$ cat src/design/stvlp_pkg.sv
`default_nettype none

package stvlp_pkg;

    // field widths
    localparam int unsigned BYTE_W    = 8;
    localparam int unsigned VALUE_W   = 31;
    localparam int unsigned TOKEN_W   = 4;
    localparam int unsigned ACC_EXT_W = VALUE_W + 4;

    // result beat: line_ok, three values, padded to whole bytes
    localparam int unsigned RESULT_W  = 1 + 3 * VALUE_W;
    localparam int unsigned M_TDATA_W = ((RESULT_W + 7) / 8) * 8;

    // defaults for the top level parameters
    localparam int unsigned DEF_LINE_LENGTH = 64;
    localparam int unsigned DEF_MAX_TOKENS  = 10;

    // tokens a good line carries
    localparam logic [TOKEN_W-1:0] GOOD_TOKENS = TOKEN_W'(3);

    // register reset and saturation limit
    localparam logic [VALUE_W-1:0]   MAX_VALUE_RESET = VALUE_W'(65535);
    localparam logic [VALUE_W-1:0]   SAT_MAX         = {VALUE_W{1'b1}};

    // character codes
    localparam logic [BYTE_W-1:0] CHAR_NUL   = 8'h00;
    localparam logic [BYTE_W-1:0] CHAR_TAB   = 8'h09;
    localparam logic [BYTE_W-1:0] CHAR_LF    = 8'h0A;
    localparam logic [BYTE_W-1:0] CHAR_VT    = 8'h0B;
    localparam logic [BYTE_W-1:0] CHAR_FF    = 8'h0C;
    localparam logic [BYTE_W-1:0] CHAR_CR    = 8'h0D;
    localparam logic [BYTE_W-1:0] CHAR_SPACE = 8'h20;
    localparam logic [BYTE_W-1:0] CHAR_PLUS  = 8'h2B;
    localparam logic [BYTE_W-1:0] CHAR_MINUS = 8'h2D;
    localparam logic [BYTE_W-1:0] CHAR_ZERO  = 8'h30;
    localparam logic [BYTE_W-1:0] CHAR_NINE  = 8'h39;
    localparam logic [BYTE_W-1:0] CHAR_SEMI  = 8'h3B;

    // number reading phase within a token
    typedef enum logic [1:0] {
        PH_SKIP   = 2'd0,
        PH_DIGITS = 2'd1,
        PH_DONE   = 2'd2
    } phase_t;

endpackage

`default_nettype wire

$ cat src/design/serial_triple_value_line_parser_core.sv
// channel  | dir | tdata fields (lsb first)                              | tuser/tlast
// s_*      | in  | rx_byte[7:0]                                          | none
// m_*      | out | line_ok, first_value, second_value, third_value, pad  | none
// cfg_*    | in  | max_value[30:0], written when cfg_wr_en is high       | none
//
// one character per cycle sustained, except when a line end waits on a stalled result register
// the beat is parsed from the input register, then a line end loads the result register
// rst_n clears the line state, max_value returns to 65535, no clearing pass is needed
// a stalled result holds the input register only when that beat also ends a line
`default_nettype none

module serial_triple_value_line_parser_core
#(
    parameter int unsigned LINE_LENGTH = stvlp_pkg::DEF_LINE_LENGTH,
    parameter int unsigned MAX_TOKENS  = stvlp_pkg::DEF_MAX_TOKENS
)
(
    input  wire logic                             clk,
    input  wire logic                             rst_n,
    // fields: rx_byte[7:0]
    input  wire logic [stvlp_pkg::BYTE_W-1:0]     s_tdata,
    input  wire logic                             s_tvalid,
    output logic                                  s_tready,
    // fields: line_ok[0], first_value[31:1], second_value[62:32], third_value[93:63], zeros
    output logic [stvlp_pkg::M_TDATA_W-1:0]       m_tdata,
    output logic                                  m_tvalid,
    input  wire logic                             m_tready,
    input  wire logic                             cfg_wr_en,
    input  wire logic [stvlp_pkg::VALUE_W-1:0]    cfg_wr_data
);
    import stvlp_pkg::*;

    localparam int unsigned CC_W = $clog2(LINE_LENGTH + 1);

    // configuration register
    logic [VALUE_W-1:0] max_value_reg;

    // input register
    logic              in_valid_reg;
    logic [BYTE_W-1:0] in_byte_reg;

    // line state
    logic [CC_W-1:0]    char_count_reg,   char_count_next;
    logic [TOKEN_W-1:0] token_count_reg,  token_count_next;
    logic               inside_token_reg, inside_token_next;
    phase_t             phase_reg,        phase_next;
    logic               negative_reg,     negative_next;
    logic [VALUE_W-1:0] acc_reg,          acc_next;
    logic               truncated_reg,    truncated_next;
    logic [VALUE_W-1:0] pv_reg  [3];
    logic [VALUE_W-1:0] pv_next [3];

    // result register
    logic               m_valid_reg;
    logic               ok_reg,     ok_next;
    logic [VALUE_W-1:0] first_reg,  first_next;
    logic [VALUE_W-1:0] second_reg, second_next;
    logic [VALUE_W-1:0] third_reg,  third_next;

    // decode and datapath
    logic               is_term, is_semi, is_blank, is_sign, is_digit;
    logic               produce, advance, out_free;
    logic [ACC_EXT_W-1:0] acc_x10;
    logic [VALUE_W-1:0] acc_sat, clamped;
    logic [CC_W-1:0]    cc_inc;
    logic [1:0]         pv_idx;
    logic               pv_hit;
    logic               start;
    phase_t             phase_eff;

    // character classes
    always_comb
    begin
        is_term  = (in_byte_reg == CHAR_CR) || (in_byte_reg == CHAR_LF);
        is_semi  = (in_byte_reg == CHAR_SEMI);
        is_blank = (in_byte_reg == CHAR_TAB) || (in_byte_reg == CHAR_VT)
                || (in_byte_reg == CHAR_FF)  || (in_byte_reg == CHAR_SPACE);
        is_sign  = (in_byte_reg == CHAR_PLUS) || (in_byte_reg == CHAR_MINUS);
        is_digit = (in_byte_reg >= CHAR_ZERO) && (in_byte_reg <= CHAR_NINE);
    end

    // current token value, negatives to zero, clamped to max_value
    always_comb
    begin
        if (negative_reg)
            clamped = '0;
        else if (acc_reg > max_value_reg)
            clamped = max_value_reg;
        else
            clamped = acc_reg;
    end

    // slot of the current token among the first three
    always_comb
    begin
        pv_hit = (token_count_reg >= TOKEN_W'(1)) && (token_count_reg <= GOOD_TOKENS);
        pv_idx = 2'(token_count_reg - TOKEN_W'(1));
    end

    // multiply by ten and add the digit, saturating
    always_comb
    begin
        logic [VALUE_W-1:0] acc_base;
        acc_base = inside_token_reg ? acc_reg : '0;
        acc_x10  = {1'b0, acc_base, 3'b000} + {3'b000, acc_base, 1'b0}
                 + ACC_EXT_W'(in_byte_reg - CHAR_ZERO);
        acc_sat  = (acc_x10[ACC_EXT_W-1:VALUE_W] != '0) ? SAT_MAX : acc_x10[VALUE_W-1:0];
    end

    // token parse step
    always_comb
    begin
        token_count_next  = token_count_reg;
        inside_token_next = inside_token_reg;
        phase_next        = phase_reg;
        negative_next     = negative_reg;
        acc_next          = acc_reg;
        truncated_next    = truncated_reg;
        for (int i = 0; i < 3; i++)
            pv_next[i] = pv_reg[i];
        start     = !inside_token_reg;
        phase_eff = start ? PH_SKIP : phase_reg;

        if (in_byte_reg == CHAR_NUL)
        begin
            truncated_next = 1'b1;
        end
        else if (!truncated_reg)
        begin
            if (is_semi)
            begin
                if (inside_token_reg && pv_hit)
                    pv_next[pv_idx] = clamped;
                inside_token_next = 1'b0;
                phase_next        = PH_SKIP;
                negative_next     = 1'b0;
                acc_next          = '0;
            end
            else
            begin
                if (start)
                begin
                    inside_token_next = 1'b1;
                    negative_next     = 1'b0;
                    acc_next          = '0;
                    phase_next        = PH_SKIP;
                    if (token_count_reg < TOKEN_W'(MAX_TOKENS))
                        token_count_next = token_count_reg + TOKEN_W'(1);
                end
                unique case (phase_eff)
                    PH_SKIP:
                    begin
                        if (is_sign)
                        begin
                            negative_next = (in_byte_reg == CHAR_MINUS);
                            phase_next    = PH_DIGITS;
                        end
                        else if (is_digit)
                        begin
                            phase_next = PH_DIGITS;
                            acc_next   = acc_sat;
                        end
                        else if (!is_blank)
                        begin
                            phase_next = PH_DONE;
                        end
                    end
                    PH_DIGITS:
                    begin
                        if (is_digit)
                            acc_next = acc_sat;
                        else
                            phase_next = PH_DONE;
                    end
                    default:
                    begin
                        phase_next = phase_reg;
                    end
                endcase
            end
        end
    end

    // line end, result fields and line counter
    always_comb
    begin
        cc_inc          = char_count_reg + CC_W'(1);
        char_count_next = cc_inc;
        ok_next         = 1'b0;
        first_next      = '0;
        second_next     = '0;
        third_next      = '0;
        produce         = 1'b0;

        if (is_term)
        begin
            produce = 1'b1;
            ok_next = (token_count_reg == GOOD_TOKENS);
            if (ok_next)
            begin
                first_next  = pv_reg[0];
                second_next = pv_reg[1];
                third_next  = inside_token_reg ? clamped : pv_reg[2];
            end
        end
        else if (cc_inc >= CC_W'(LINE_LENGTH))
        begin
            produce = 1'b1;
        end
    end

    // handshake
    always_comb
    begin
        out_free = !m_valid_reg || m_tready;
        advance  = in_valid_reg && (!produce || out_free);
        s_tready = !in_valid_reg || advance;
    end

    // configuration register
    always_ff @(posedge clk or negedge rst_n)
    begin
        if (!rst_n)
            max_value_reg <= MAX_VALUE_RESET;
        else if (cfg_wr_en)
            max_value_reg <= cfg_wr_data;
    end

    // input register
    always_ff @(posedge clk or negedge rst_n)
    begin
        if (!rst_n)
            in_valid_reg <= 1'b0;
        else if (s_tvalid && s_tready)
            in_valid_reg <= 1'b1;
        else if (advance)
            in_valid_reg <= 1'b0;
    end

    always_ff @(posedge clk)
    begin
        if (s_tvalid && s_tready)
            in_byte_reg <= s_tdata;
    end

    // line state update, cleared at every line end
    always_ff @(posedge clk or negedge rst_n)
    begin
        if (!rst_n)
        begin
            char_count_reg   <= '0;
            token_count_reg  <= '0;
            inside_token_reg <= 1'b0;
            phase_reg        <= PH_SKIP;
            negative_reg     <= 1'b0;
            acc_reg          <= '0;
            truncated_reg    <= 1'b0;
            for (int i = 0; i < 3; i++)
                pv_reg[i] <= '0;
        end
        else if (advance)
        begin
            if (produce)
            begin
                char_count_reg   <= '0;
                token_count_reg  <= '0;
                inside_token_reg <= 1'b0;
                phase_reg        <= PH_SKIP;
                negative_reg     <= 1'b0;
                acc_reg          <= '0;
                truncated_reg    <= 1'b0;
                for (int i = 0; i < 3; i++)
                    pv_reg[i] <= '0;
            end
            else
            begin
                char_count_reg   <= char_count_next;
                token_count_reg  <= token_count_next;
                inside_token_reg <= inside_token_next;
                phase_reg        <= phase_next;
                negative_reg     <= negative_next;
                acc_reg          <= acc_next;
                truncated_reg    <= truncated_next;
                for (int i = 0; i < 3; i++)
                    pv_reg[i] <= pv_next[i];
            end
        end
    end

    // result register
    always_ff @(posedge clk or negedge rst_n)
    begin
        if (!rst_n)
            m_valid_reg <= 1'b0;
        else if (advance && produce)
            m_valid_reg <= 1'b1;
        else if (m_tready)
            m_valid_reg <= 1'b0;
    end

    always_ff @(posedge clk)
    begin
        if (advance && produce)
        begin
            ok_reg     <= ok_next;
            first_reg  <= first_next;
            second_reg <= second_next;
            third_reg  <= third_next;
        end
    end

    assign m_tvalid = m_valid_reg;
    assign m_tdata  = M_TDATA_W'({third_reg, second_reg, first_reg, ok_reg});

    // a bad line carries zero values
    assert property (@(posedge clk) disable iff (!rst_n)
        (m_valid_reg && !ok_reg) |-> (first_reg == '0 && second_reg == '0 && third_reg == '0))
        else $error("bad line result carries nonzero values");

    // line counter never reaches the line length
    assert property (@(posedge clk) disable iff (!rst_n)
        char_count_reg < CC_W'(LINE_LENGTH))
        else $error("character count overran the line length");

    // token count saturates at its limit
    assert property (@(posedge clk) disable iff (!rst_n)
        token_count_reg <= TOKEN_W'(MAX_TOKENS))
        else $error("token count above its limit");

    // a line end blocked by a full result register keeps its beat
    assert property (@(posedge clk) disable iff (!rst_n)
        (in_valid_reg && produce && !out_free) |=> (in_valid_reg && $stable(in_byte_reg)))
        else $error("line end beat lost while result stalled");

endmodule

`default_nettype wire

$ cat config.mk
export PLATFORM = sky130hd
export DESIGN_NAME = serial_triple_value_line_parser_core
export DESIGN_NICKNAME = d
export VERILOG_FILES = /design/src/design/stvlp_pkg.sv /design/src/design/serial_triple_value_line_parser_core.sv
export SDC_FILE = /design/constraint.sdc
export NUM_CORES = 1
export LEC_CHECK = 0
export BUFFER_PORTS_ARGS = -buffer_cell sky130_fd_sc_hd__buf_4
export CORE_MARGIN = 2
export CORE_UTILIZATION = 30
export CTS_BUF_LIST = sky130_fd_sc_hd__clkbuf_4
export DETAILED_ROUTE_END_ITERATION = 7
export PLACE_DENSITY = 0.59
export SYNTH_ARGS = -nofsm -noshare
export SYNTH_HDL_FRONTEND = slang
export SYNTH_SLANG_ARGS = --single-unit
$ cat constraint.sdc
create_clock -name clk -period 5.65 [get_ports clk]
set_input_delay 0.565 -clock clk [delete_from_list [all_inputs] [get_ports clk]]
set_output_delay 0.565 -clock clk [all_outputs]
set_load 0.02 [all_outputs]
==> flow_metrics.py <==
metrics = {
    "setup_path": {
        "critPathRequiredTime_ps": 6260,
        "reg2reg_depth": 16,
        "start_kind": "flip-flop",
        "cp.arrival_ps": 5770,
        "crit_type": "reg2reg",
        "critPathLaunch": "in_byte_reg[4]",
        "worstSetupEndpointType": "flip-flop",
        "crit_end": "acc_reg[25]",
        "rr_endpoint": "acc_reg[25]",
        "r2r_slack_ps": 490,
        "cp_max_fo": 26,
        "r2r_start": "in_byte_reg[4]",
    },
    "power_and_ir_drop": {
        "p_comb_frac": 0.292,
        "swShare": 0.353,
        "leakagePower_uw": 0.00786,
        "clockPowerShare": 0.286,
        "power.total_uw": 5960,
        "vdd_ir_drop_max_mv": 0.139,
        "switching_power_uw": 2100,
        "power_frac_seq": 0.422,
        "p_per_area_nw_per_um2": 342,
        "p_int_uw": 3850,
    },
    "global_route": {
        "grt_max_degree": 76,
        "antenna_found_initial": 1,
        "grt_pass1_vias": 11400,
        "grt_usage": 0.155,
        "overflow": 0,
        "grt_pass1_wl_mm": 62.5,
    },
    "clocking": {
        "ctsLongestPathBuffers": 3,
        "clockRootBuffer": "clkbuf_4",
        "cts_tree": "built",
        "cts_max_level": 3,
        "cts_made_buffers": 70,
        "clkLatencyLatePin_ps": 720,
        "clkSlewWorstSetupHoldPaths_ps": 60,
        "cts_sinks": 275,
    },
    "timing": {
        "max_clock_freq_ghz": 0.194,
        "setup_viol": 0,
        "fin_crit_ps": 5160,
        "final.setup_skew_ps": 30.6,
        "final_hold_viol_count": 0,
        "slew_violations": 0,
        "tns_ps": 0,
        "fin_crit_sh": 0.914,
        "worst_pin_slew_ps": 1210,
        "fin_hold_ws_ps": 58.0,
        "rsz0062_at_grt": "false",
        "relSlewSlack": 0.193,
    },
    "synthesis": {
        "synth_seq_cells": 275,
        "ys.flop_type": "dfrtp_1",
        "avgSynthCellArea_um2": 10.2,
        "ys_warn_count": 0,
        "async_reset_ff_frac": 0.629,
        "ys_seq_area_frac": 0.504,
        "synthesis.area_um2": 14700,
        "synth_edf_count": 102,
        "synth_cell_type_count": 68,
        "synthCells": 1437,
    },
    "routing": {
        "totalWireLength_mm": 38.8,
        "dr.pass1.iters": 5,
        "detailroute.via_count": 11300,
        "wire_per_inst_um": 17.0,
        "ant_nets": 0,
        "drc": 0,
        "vias_per_cell": 4.94,
        "drtIter0Drc": 588,
    },
    "floorplan": {
        "dieHeight_um": 225,
        "io_pins": 142,
        "start_util": 0.302,
        "design.core.area_um2": 48600,
        "rows": 81,
        "dieWidth_um": 225,
        "dieArea_um2": 50800,
    },
    "run_status": {
        "outcome": "completed",
    },
    "flow_run": {
        "max_cap_violations": 0,
    },
    "placement": {
        "gp_congestion": 0.854,
        "portBuffers": 139,
        "place_area_um2": 16400,
        "place_hpwl_mm": 29.4,
    },
    "worst_hold_path": {
        "min_path_type": "in2reg",
    },
    "cells_and_area": {
        "drive_gt1_frac": 0.184,
        "largest_reg_flops": 93,
        "syn2layout_area_growth_pct": 18.5,
        "fin_area_um2": 17400,
        "final_nets": 1761,
    },
}
-- synth_stat cells, drive strengths merged (3+ instances only) --
| library cell | instances | share of area |
|---|---|---|
| inv | 76 | 0.019 |
| clkbuf | 57 | 0.015 |
| nor2b | 9 | 0.0038 |
| ha | 77 | 0.066 |
| o22ai | 8 | 0.0034 |
| a21oi | 66 | 0.023 |
| dfrtp | 157 | 0.27 |
| mux2i | 33 | 0.022 |
| a41oi | 5 | 0.0030 |
| a22oi | 4 | 0.0020 |
| xor2 | 14 | 0.0083 |
| o21ai | 198 | 0.067 |
| nand2b | 10 | 0.0043 |
| a221oi | 7 | 0.0050 |
| nor4 | 6 | 0.0030 |
| nor2 | 36 | 0.0095 |
| o41ai | 3 | 0.0018 |
| a21boi | 3 | 0.0015 |
| a31oi | 6 | 0.0026 |
| fa | 30 | 0.041 |
| buf | 9 | 0.0053 |
| and3 | 5 | 0.0021 |
| nand3b | 3 | 0.0015 |
| o211ai | 3 | 0.0015 |
| xnor2 | 18 | 0.011 |
| nor3 | 12 | 0.0044 |
| a211oi | 6 | 0.0031 |
| edfxtp | 102 | 0.21 |
| a211o | 3 | 0.0018 |
| o221ai | 5 | 0.0030 |
| and2 | 91 | 0.039 |
| a21o | 39 | 0.020 |
| dfstp | 16 | 0.029 |
| o21bai | 4 | 0.0020 |
| nand4 | 12 | 0.0051 |
| o21a | 9 | 0.0046 |
| nand3 | 24 | 0.0082 |
| nor3b | 3 | 0.0015 |
| and4 | 4 | 0.0024 |
| nand2 | 234 | 0.060 |
| o31ai | 5 | 0.0026 |
-- what timing repair did --
action | 4_1_cts | 5_1_grt
hold buffers | 8 | 0
endpoints found under the hold margin | 70 | 0
buffers inserted | 0 | 0
gates resized for setup | 0 | 0
-- cells in the final DEF, fill, tap and decap left out, types with 9 or more instances in the layout --
cell type    n
nand2_1    234
o21ai_0    185
dfrtp_1    157
buf_4      155
clkbuf_4   107
edfxtp_1   102
and2_1      91
ha_1        77
inv_1       76
a21oi_1     61
a21o_1      39
nor2_1      33
mux2i_1     33
fa_1        30
nand3_1     24
xnor2_1     18
dfstp_2     16
xor2_1      14
o21ai_1     13
nand4_1     12
clkinv_1    12
nor3_1      11
nand2b_1    10
o21a_1       9
-- cells by family after synthesis --
kind of cell    count (synthesis)  synth area share
other cells                     1          0.000255
flops                         275             0.504
simple gates                  454             0.148
buf+inv                       142            0.0392
fa+ha+maj                     107             0.106
mux                            35            0.0240
xor+xnor                       32            0.0191
compound gates                391             0.159
-- layout make-up --
| cell class | instances | area [µm²] |
|---|---|---|
| timing repair buffer | 166 | 1290 |
| fill | 4951 | 31200 |
| antenna | 2 | 5.00 |
| sequential | 275 | 7410 |
| inverter | 76 | 285 |
| clock inverter | 18 | 100 |
| clock buffer | 107 | 803 |
| multi-input combinational | 1021 | 6740 |
| tap | 622 | 778 |
-- power groups by stage --
stage               registers (µW)  logic [µW]  clock network, µW
floorplan                     2540        1130                  0
global placement              2540        1710                  0
detailed placement            2550        1730                  0
CTS                           2510        1740               1750
global route                  2540        1940               1860
finish                        2510        1740               1700
-- per-layer routing --
metal,GRT usage,vias up,part of all wire
met1,0.210,5549,0.47
li1,-,5435,-
met5,0,-,0
met4,0.0468,0,0.019
met3,0.0267,62,0.043
met2,0.253,243,0.47
-- critical path, cell delays in order, from the launching register on --
cell      delay [ps]
edfxtp_1         460
ha_1             300
or3_1            490
inv_1            160
buf_12           230
fa_1             430
ha_1             400
a21o_1           240
a221oi_2         370
o21ai_0          180
nor3_2           260
o41ai_1          140
xnor2_1          250
nand4b_4         380
nor2_2           400
nand3_1          150
a22o_1           190
-- through the flow --
stage	utilization	worst slack, ps	std cells
after detailed placement	0.338	487	2152
after CTS	0.358	493	2285
after global routing	0.358	135	2286
after global placement	0.338	583	2152
after floorplan	-	558	1438
final	0.358	487	2287
-- worst min path at each step --
stage / depth (start not counted) / endpoint / from
after global placement: 2 / pv_reg[75] / pv_reg[75]
after CTS: 1 / in_byte_reg[5] / s_tdata[5]
after floorplan: 0 / acc_reg[0] / rst_n
final: 1 / in_byte_reg[4] / s_tdata[4]
after detailed placement: 2 / pv_reg[51] / pv_reg[51]
after global routing: 1 / in_byte_reg[4] / s_tdata[4]
Note: power is estimated with default switching activity, not from simulation.
